### src/tcw_pkg.sv
// shared types, constants and address helper for the text console writer
// no dependencies; imported by every module of the block
package tcw_pkg;

   localparam int COLUMNS     = 80;
   localparam int ROWS        = 25;
   localparam int CELL_COUNT  = COLUMNS * ROWS;
   localparam int SHIFT_COUNT = (ROWS - 1) * COLUMNS;
   localparam int ADDR_W      = $clog2(CELL_COUNT);
   localparam int CNT_W       = $clog2(CELL_COUNT + 1);
   localparam int ROW_W       = 5;
   localparam int COL_W       = 7;

   localparam logic [7:0] BLANK_CHAR   = 8'h20;
   localparam logic [7:0] DEFAULT_ATTR = 8'h07;
   localparam logic [7:0] NEWLINE_CHAR = 8'h0A;
   localparam logic [7:0] RETURN_CHAR  = 8'h0D;

   localparam logic [ADDR_W-1:0] LAST_ROW_ADDR = ADDR_W'(SHIFT_COUNT);

   typedef enum logic [1:0] {
      KIND_PRINT = 2'd0,
      KIND_SET   = 2'd1,
      KIND_CLEAR = 2'd2,
      KIND_READ  = 2'd3
   } kind_type;

   typedef struct packed {
      kind_type         kind;
      logic [7:0]       char_code;
      logic [7:0]       attr_byte;
      logic [ROW_W-1:0] target_row;
      logic [COL_W-1:0] target_col;
   } req_type;

   typedef struct packed {
      logic [15:0]      cell_value;
      logic [ROW_W-1:0] cur_row;
      logic [COL_W-1:0] cur_col;
   } rsp_type;

   typedef struct packed {
      logic              wr_en;
      logic [ADDR_W-1:0] wr_addr;
      logic [15:0]       wr_data;
      logic              rd_en;
      logic [ADDR_W-1:0] rd_addr;
   } ram_req_type;

   // linear cell address, row must be below ROWS
   function automatic logic [ADDR_W-1:0] cell_addr(logic [ROW_W-1:0] row,
                                                    logic [COL_W-1:0] col);
      return ADDR_W'(row) * ADDR_W'(COLUMNS) + ADDR_W'(col);
   endfunction

endpackage

### src/tcw_ctrl.sv
// command sequencer: cursor, fill/scroll sweeps and result register
// depends on tcw_pkg; drives the tcw_ram ports
module tcw_ctrl
   import tcw_pkg::*;
(
   input  logic        clock,
   input  logic        reset,
   input  logic        start,
   output logic        busy,
   input  req_type     req_item,
   output logic        rsp_strobe,
   output rsp_type     rsp_item,
   output ram_req_type ram_req,
   input  logic [15:0] rd_data
);

   typedef enum logic [2:0] {
      ST_IDLE,
      ST_FILL,
      ST_READ,
      ST_SC_ATTR,
      ST_SC_COPY,
      ST_SC_FILL,
      ST_SC_CHAR
   } state_type;

   state_type        state_ff, state_in;
   logic [CNT_W-1:0] cnt_ff, cnt_in;
   logic [ROW_W-1:0] row_ff, row_in;
   logic [COL_W-1:0] col_ff, col_in;
   logic [15:0]      fill_val_ff, fill_val_in;
   logic [15:0]      char_val_ff, char_val_in;
   logic             rsp_pend_ff, rsp_pend_in;
   logic             rsp_strobe_ff, rsp_strobe_in;
   rsp_type          rsp_ff, rsp_in;
   logic [15:0]      cell_in;
   logic [ROW_W-1:0] wrap_row;
   logic [COL_W-1:0] wrap_col;
   logic [7:0]       old_attr;

   always_comb begin
      state_in      = state_ff;
      cnt_in        = cnt_ff;
      row_in        = row_ff;
      col_in        = col_ff;
      fill_val_in   = fill_val_ff;
      char_val_in   = char_val_ff;
      rsp_pend_in   = rsp_pend_ff;
      rsp_strobe_in = 1'b0;
      cell_in       = '0;
      ram_req       = '0;
      old_attr      = rd_data[15:8];

      // wrap at end of row before an ordinary character
      if (col_ff >= COL_W'(COLUMNS)) begin
         wrap_col = '0;
         wrap_row = (row_ff < ROW_W'(ROWS)) ? row_ff + ROW_W'(1) : row_ff;
      end else begin
         wrap_col = col_ff;
         wrap_row = row_ff;
      end

      case (state_ff)
         ST_IDLE: begin
            if (start) begin
               case (req_item.kind)
                  KIND_PRINT: begin
                     if (req_item.char_code == NEWLINE_CHAR) begin
                        col_in        = '0;
                        row_in        = (row_ff < ROW_W'(ROWS)) ? row_ff + ROW_W'(1) : row_ff;
                        rsp_strobe_in = 1'b1;
                     end else if (req_item.char_code == RETURN_CHAR) begin
                        col_in        = '0;
                        rsp_strobe_in = 1'b1;
                     end else if (wrap_row >= ROW_W'(ROWS)) begin
                        // scroll first: fetch the fill attribute from the last row
                        ram_req.rd_en   = 1'b1;
                        ram_req.rd_addr = LAST_ROW_ADDR;
                        char_val_in     = {req_item.attr_byte, req_item.char_code};
                        state_in        = ST_SC_ATTR;
                     end else begin
                        ram_req.wr_en   = 1'b1;
                        ram_req.wr_addr = cell_addr(wrap_row, wrap_col);
                        ram_req.wr_data = {req_item.attr_byte, req_item.char_code};
                        row_in          = wrap_row;
                        col_in          = wrap_col + COL_W'(1);
                        rsp_strobe_in   = 1'b1;
                     end
                  end
                  KIND_SET: begin
                     row_in = (req_item.target_row > ROW_W'(ROWS)) ?
                              ROW_W'(ROWS) : req_item.target_row;
                     col_in = (req_item.target_col > COL_W'(COLUMNS)) ?
                              COL_W'(COLUMNS) : req_item.target_col;
                     rsp_strobe_in = 1'b1;
                  end
                  KIND_CLEAR: begin
                     fill_val_in = {req_item.attr_byte, BLANK_CHAR};
                     cnt_in      = '0;
                     rsp_pend_in = 1'b1;
                     row_in      = '0;
                     col_in      = '0;
                     state_in    = ST_FILL;
                  end
                  default: begin
                     if (req_item.target_row < ROW_W'(ROWS) &&
                         req_item.target_col < COL_W'(COLUMNS)) begin
                        ram_req.rd_en   = 1'b1;
                        ram_req.rd_addr = cell_addr(req_item.target_row,
                                                    req_item.target_col);
                        state_in        = ST_READ;
                     end else begin
                        rsp_strobe_in = 1'b1;
                     end
                  end
               endcase
            end
         end
         ST_FILL: begin
            // whole-screen sweep, used for clear and for the reset pass
            ram_req.wr_en   = 1'b1;
            ram_req.wr_addr = cnt_ff[ADDR_W-1:0];
            ram_req.wr_data = fill_val_ff;
            cnt_in          = cnt_ff + CNT_W'(1);
            if (cnt_ff == CNT_W'(CELL_COUNT - 1)) begin
               state_in      = ST_IDLE;
               rsp_strobe_in = rsp_pend_ff;
               rsp_pend_in   = 1'b0;
            end
         end
         ST_READ: begin
            cell_in       = rd_data;
            rsp_strobe_in = 1'b1;
            state_in      = ST_IDLE;
         end
         ST_SC_ATTR: begin
            fill_val_in = {(old_attr == 8'h00) ? DEFAULT_ATTR : old_attr, BLANK_CHAR};
            cnt_in      = '0;
            state_in    = ST_SC_COPY;
         end
         ST_SC_COPY: begin
            // read one row ahead, write back the previous read in the next cycle
            if (cnt_ff < CNT_W'(SHIFT_COUNT)) begin
               ram_req.rd_en   = 1'b1;
               ram_req.rd_addr = cnt_ff[ADDR_W-1:0] + ADDR_W'(COLUMNS);
            end
            if (cnt_ff != '0) begin
               ram_req.wr_en   = 1'b1;
               ram_req.wr_addr = cnt_ff[ADDR_W-1:0] - ADDR_W'(1);
               ram_req.wr_data = rd_data;
            end
            if (cnt_ff == CNT_W'(SHIFT_COUNT)) begin
               cnt_in   = '0;
               state_in = ST_SC_FILL;
            end else begin
               cnt_in = cnt_ff + CNT_W'(1);
            end
         end
         ST_SC_FILL: begin
            ram_req.wr_en   = 1'b1;
            ram_req.wr_addr = LAST_ROW_ADDR + cnt_ff[ADDR_W-1:0];
            ram_req.wr_data = fill_val_ff;
            cnt_in          = cnt_ff + CNT_W'(1);
            if (cnt_ff == CNT_W'(COLUMNS - 1)) begin
               state_in = ST_SC_CHAR;
            end
         end
         ST_SC_CHAR: begin
            ram_req.wr_en   = 1'b1;
            ram_req.wr_addr = LAST_ROW_ADDR;
            ram_req.wr_data = char_val_ff;
            row_in          = ROW_W'(ROWS - 1);
            col_in          = COL_W'(1);
            rsp_strobe_in   = 1'b1;
            state_in        = ST_IDLE;
         end
         default: begin
            state_in = ST_IDLE;
         end
      endcase

      rsp_in.cell_value = cell_in;
      rsp_in.cur_row    = row_in;
      rsp_in.cur_col    = col_in;
   end

   always_ff @(posedge clock) begin
      if (reset) begin
         state_ff      <= ST_FILL;
         cnt_ff        <= '0;
         row_ff        <= '0;
         col_ff        <= '0;
         fill_val_ff   <= '0;
         rsp_pend_ff   <= 1'b0;
         rsp_strobe_ff <= 1'b0;
      end else begin
         state_ff      <= state_in;
         cnt_ff        <= cnt_in;
         row_ff        <= row_in;
         col_ff        <= col_in;
         fill_val_ff   <= fill_val_in;
         rsp_pend_ff   <= rsp_pend_in;
         rsp_strobe_ff <= rsp_strobe_in;
      end
      char_val_ff <= char_val_in;
      rsp_ff      <= rsp_in;
   end

   assign busy       = (state_ff != ST_IDLE);
   assign rsp_strobe = rsp_strobe_ff;
   assign rsp_item   = rsp_ff;

endmodule

### config.mk
export PLATFORM = sky130hd
export DESIGN_NAME = tcw_ctrl
export DESIGN_NICKNAME = d
export VERILOG_FILES = /design/src/tcw_pkg.sv /design/src/tcw_ctrl.sv
export SDC_FILE = /design/constraint.sdc
export NUM_CORES = 1
export LEC_CHECK = 0
export ABC_AREA = 1
export BUFFER_PORTS_ARGS = -buffer_cell sky130_fd_sc_hd__buf_2
export CORE_AREA = 2 2 87 151
export CTS_BUF_LIST = sky130_fd_sc_hd__clkbuf_4 sky130_fd_sc_hd__clkbuf_8
export CTS_CLUSTER_DIAMETER = 60
export DETAILED_ROUTE_END_ITERATION = 7
export DIE_AREA = 0 0 89 153
export HOLD_SLACK_MARGIN = 0.05
export PLACE_DENSITY = 0.67
export SLEW_MARGIN = 20
export SYNTH_ARGS = -nofsm -noshare
export SYNTH_HDL_FRONTEND = slang
export SYNTH_SLANG_ARGS = --single-unit
export TNS_END_PERCENT = 100
### constraint.sdc
create_clock -name clock -period 4.6 [get_ports clock]
set_input_delay 0.23 -clock clock [delete_from_list [all_inputs] [get_ports clock]]
set_output_delay 0.23 -clock clock [all_outputs]
set_load 0.1 [all_outputs]
# Word-level counts from Yosys, hierarchy flattened
# Cells that the tools add are included.
[op_classes]
muxes = 59
n_addsub = 8
multipliers = 2
magnitude_cmp = 8
reduce_logical = 17
n_eq_ne = 23
bitwise_logic = 2
[op_table]
columns = ["operator", "count"]
rows = [
  ["$pmux 28 s5", 1],
  ["$mux 40", 3],
  ["$mux 28", 3],
  ["$pmux 12 s2", 2],
  ["$pmux 11 s4", 1],
  ["$mux 7", 6],
  ["$mux 12", 3],
  ["$mux 5", 7],
  ["$mux 11", 3],
  ["$mux 16", 2],
  ["$pmux 16 s2", 1],
  ["$mux 3", 8],
  ["$add 11x7->11", 2],
  ["$eq 11x11->1 const B", 2],
  ["$pmux 7 s3", 1],
  ["$eq 8x4->1 const B", 2],
  ["$pmux 3 s5", 1],
  ["$pmux 5 s3", 1],
  ["$mul 5x3->7 const B", 2],
  ["$pmux 7 s2", 1],
  ["$add 11x1->11 const B", 1],
  ["$add 11x11->11 const A", 1],
  ["$add 11x7->11 const B", 1],
  ["$eq 11x7->1 const B", 1],
  ["39 further kinds", 63],
]
[word_totals]
register_bits = 88
elab_cells = 130
output_inout_bits = 70
in_bits = 49

# Longest topological paths before layout
[logic_depth]
ltp_word = 11
ltp_mapped = 18
mapped_depth_nobuf = 17

# Worst setup path after synthesis
# OpenSTA, ideal clock, no wires.
[synth_path]
path_type = "register -> output"
start = "reg row_ff[2]"
end = "out ram_req[38] in the netlist's numbering"
arrival_time_ps = 4599
path_stages_with_launch = 17
setup_slack_ps = -229
n_path_buf = 1
cell_sequence = "dfxtp_1 buf_2 nor2_1 nand2_1 nand2_1 nand2_1 nand3_1 nand2_1 inv_1 ha_1 ha_1 inv_1 fa_1 nand3b_1 xor2_1 xor2_1 o21ai_0"
[synth_rtl]
columns = ["element", "line_no", "text"]
rows = [
  ["start: declaration", "tcw_ctrl.sv:29", "logic [ROW_W-1:0] row_ff, row_in;"],
  ["start signal: assignment", "tcw_ctrl.sv:199", "row_ff <= row_in;"],
  ["end: declaration", "tcw_ctrl.sv:13", "output ram_req_type ram_req,"],
]

==> results.md <==
## Clock tree
- 0 — number of buffers added for setup after CTS
- 81 — CTS sink count
- built — clock tree from TritonCTS
- sky130_fd_sc_hd__clkbuf_8 — clock root buffer master
- 3 — Clock H-tree levels
- 9 — number of buffers created by CTS
- 2 — Max Root-Sink Buffers
- 0.10 ns — CTS clk-pin slew, worst paths
- 0.39 ns — Clk Latency, worst-skew pair

## GRT
- 25.7% — Overall Global Routing Usage
- 24 — maximum number of pins on one net before global-route repair
- 27400 um — first-pass GRT wire length
- 5594 — vias in the first global route
- 0 — number of antenna violations at the first check in global routing
- 0 — Overflow after GRT

## Worst setup path
- inv_1, nand2_1, nand2_1, nand2_1, nand3_1, nand2_1, inv_1, ha_1, ha_1, inv_1, fa_1, xnor2_1, nand3b_1, xor2_1, xor2_1, o21ai_1, buf_2 — critical-path cell list
- primary output — endpoint kind of the worst setup timing path
- 6 — Max FO, Critical Path
- 1.99 ns — reg2reg setup slack
- flip-flop — startpoint types
- 9 — number of cell instances on the worst register-to-register path
- flip-flop to primary output — critical path class
- sky130_fd_sc_hd__nand2_1 — most used cell along the critical path
- 4.37 ns — CP Data Required Time
- 3.74 ns — Data arrival, critical path
- sky130_fd_sc_hd__buf_2 — cell with the largest stage delay on the worst path
- 0.46 ns — delay of the slowest cell on the worst path
- char_val_ff[0] — capture point of the worst reg-to-reg path
- row_ff[1] — startpoint of the worst register-to-register path

## Placed design
- 13400 um — DP HPWL
- 1053 — cell count after placement
- 118 — IO Port Bufs
- 0.924 — final weighted congestion in routability-driven placement
- 1.04 ns — pre-CTS worst setup slack
- 6160 sq um — post-detailed-placement cell area

## Synth
- 16 — EDFF count, synth
- 0% — share of synthesized flip-flops with an asynchronous set or reset
- 23.9% — proportion of netlist area held by the largest area contributor
- sky130_fd_sc_hd__dfxtp_1 24%, sky130_fd_sc_hd__nand2_1 14%, sky130_fd_sc_hd__edfxtp_1 8.8% — cells taking the most area after synthesis
- 869 — number of nets produced by synthesis
- 0 — total of warnings raised by yosys
- sky130_fd_sc_hd__dfxtp_1 — most instantiated flip-flop cell in the synthesis netlist
- 5450 sq um — cell area after synthesis
- 32.7% — sequential area share after synthesis
- 6.91 sq um — Avg Synthesized Cell Area
- 789 — Syn Inst Count
- 199 x sky130_fd_sc_hd__nand2_1, 99 x sky130_fd_sc_hd__inv_1, 72 x sky130_fd_sc_hd__nor2_1 — synth cell count leaders
- sky130_fd_sc_hd__dfxtp_1 — leading area contributor after synthesis
- 48 — number of distinct library cell variants in the gate-level netlist after synthesis
- 81 — number of storage elements in the synthesis netlist
- sky130_fd_sc_hd__nand2_1 — top-count cell post-synth

## Floorplan
- 54 — site row count
- 12400 sq um — core area
- 13600 sq um — Total Die Area
- 89 um — DIE WIDTH
- 43.9% — starting utilization of the core area
- 153 um — Die H
- 119 — Boundary Pins

## Drt
- 15.8 um — wire per inst
- 0 — DR DRC count
- 5743 — Vias
- 304 — violation count after the first detailed-route iteration
- 17000 um — Routed Wire Length
- 5.32 — average vias per placed instance
- 5 — drt pass-1 iters
- 0 — number of antenna-violating nets in the routed design

## Timing
- 0 — Final Hold Vio Count
- 3.97 ns — final worst path period need
- 0.633 ns — smallest setup slack after layout
- 0.0570 ns — minimum hold slack
- 0 ns — setup TNS after final layout
- 0.884 ns — worst-margin pin slew
- no — RSZ-0062 raised after global routing
- 0.0139 ns — clock tree skew after final layout
- 0 — count of pins over their slew limit
- 252 MHz — Fmax
- 86.2% — final worst path period share
- 0 — count of final setup violators
- 40.9% — worst rel slew slack

## Hold path
- char_val_ff[13] — Hold Crit Endpoint
- req_item[17] — Worst Hold Launch
- input pin to flip-flop — class of the tightest hold or removal check
- 1 — count of cells along the worst hold path

## Power
- 386 nW/um^2 — total power density per cell area
- 1.17 mW — net switching power
- 3.15 nW — Static Leak
- 46.6% — switching portion of total power
- 2.51 mW — total power
- 25.4% — clock power share
- 1.34 mW — Internal Pwr Total
- 0.348 mV — VDD IR-drop max
- 41.9% — power share of the combinational group
- 32.7% — sequential share of power

## Status
- complete, no violations — status

## Finish
- 52.3% — Util after Layout
- 0 — Antenna Diode Count
- 19.1% — layout-stage area growth over the synthesis result
- 986 — NumNets Final
- 18.2% — proportion of layout cells with a drive suffix above 1
- 6500 sq um — post-route standard cell area excluding fillers
- 1079 — Finished Layout Cells

## Run
- 0 — # Max-Cap Violations

-- flip-flops by register name (all words and copies together), names as in the netlist, 3 cells and up --
signal and cells:
rsp_item 28, col_ff 7, state_ff 3, fill_val_ff 9, char_val_ff 16, cnt_ff 11
row_ff 5
-- critical path, delay by kind of cell (launching register included) --
family | cells | cell delay, ns
XOR/XNOR | 3 | 0.54
buffers and inverters | 4 | 0.73
AND/OR/NAND/NOR | 6 | 0.67
adder cells (fa/ha/maj) | 3 | 0.82
AO/OA/AOI/OAI | 1 | 0.16
flip-flops | 1 | 0.43
-- routing by layer --
metal | global-route usage [%] | vias to the layer above | share of wire, %
li1 | - | 2859 | -
met1 | 29.4 | 2631 | 39
met2 | 45.5 | 211 | 51
met3 | 3.83 | 42 | 5.5
met4 | 12.0 | 0 | 4.4
met5 | 0 | - | 0
-- area by class of cell --
cell class,instances,area (sq um)
Fill cell,1376,5940
Multi-Input combinational cell,573,3150
Sequential cell,81,1780
Timing Repair Buffer,128,691
Inverter,113,427
Tap cell,168,210
Clock buffer,9,124
Clock inverter,7,110
-- cells in the final DEF (no fill, tap or decap), types with 9 or more instances in the layout --
cell / n
sky130_fd_sc_hd__nand2_1: 199
sky130_fd_sc_hd__buf_2: 118
sky130_fd_sc_hd__xor2_1: 16
sky130_fd_sc_hd__clkbuf_8: 9
sky130_fd_sc_hd__o221ai_1: 11
sky130_fd_sc_hd__ha_1: 27
sky130_fd_sc_hd__inv_2: 9
sky130_fd_sc_hd__nor2_1: 72
sky130_fd_sc_hd__o2111ai_1: 11
sky130_fd_sc_hd__o21ai_0: 46
sky130_fd_sc_hd__dlygate4sd3_1: 10
sky130_fd_sc_hd__a21oi_1: 45
sky130_fd_sc_hd__nor3_1: 10
sky130_fd_sc_hd__dfxtp_1: 65
sky130_fd_sc_hd__nand3_1: 49
sky130_fd_sc_hd__a31oi_1: 15
sky130_fd_sc_hd__inv_1: 99
sky130_fd_sc_hd__edfxtp_1: 16
-- worst max path at each step --
stage                  end      start  depth (start not counted)  slack, ns
2_1_floorplan  ram_req[36]  row_ff[2]                         14       0.07
3_3_place_gp   ram_req[38]  row_ff[2]                         17       1.14
3_5_place_dp   ram_req[38]  row_ff[0]                         17       1.04
4_1_cts        ram_req[38]  row_ff[0]                         17       0.62
5_1_grt        ram_req[38]  row_ff[0]                         17       0.34
6_report       ram_req[38]  row_ff[0]                         17       0.63
-- power groups by stage --
stage | combinational, mW | clock (mW) | sequential, mW
6_report | 1.05 | 0.636 | 0.820
5_1_grt | 1.14 | 0.671 | 0.829
4_1_cts | 1.05 | 0.645 | 0.819
3_5_place_dp | 1.04 | 0 | 0.835
3_3_place_gp | 1.04 | 0 | 0.834
2_1_floorplan | 0.648 | 0 | 1.01
-- logic make-up after synthesis --
kind of cell	count (synthesis)	synth area share, %
compound gates	163	18.7
xor+xnor	22	3.53
fa+ha+maj	31	7.66
buf+inv	135	9.59
flops	81	32.7
simple gates	357	27.9
-- timing repair --
action,in CTS,in global routing
hold buffers,10,0
endpoints found under the hold margin,10,0
endpoints found under the setup margin,0,0
resized for setup,0,0
Power figures use the tool's default switching activity.
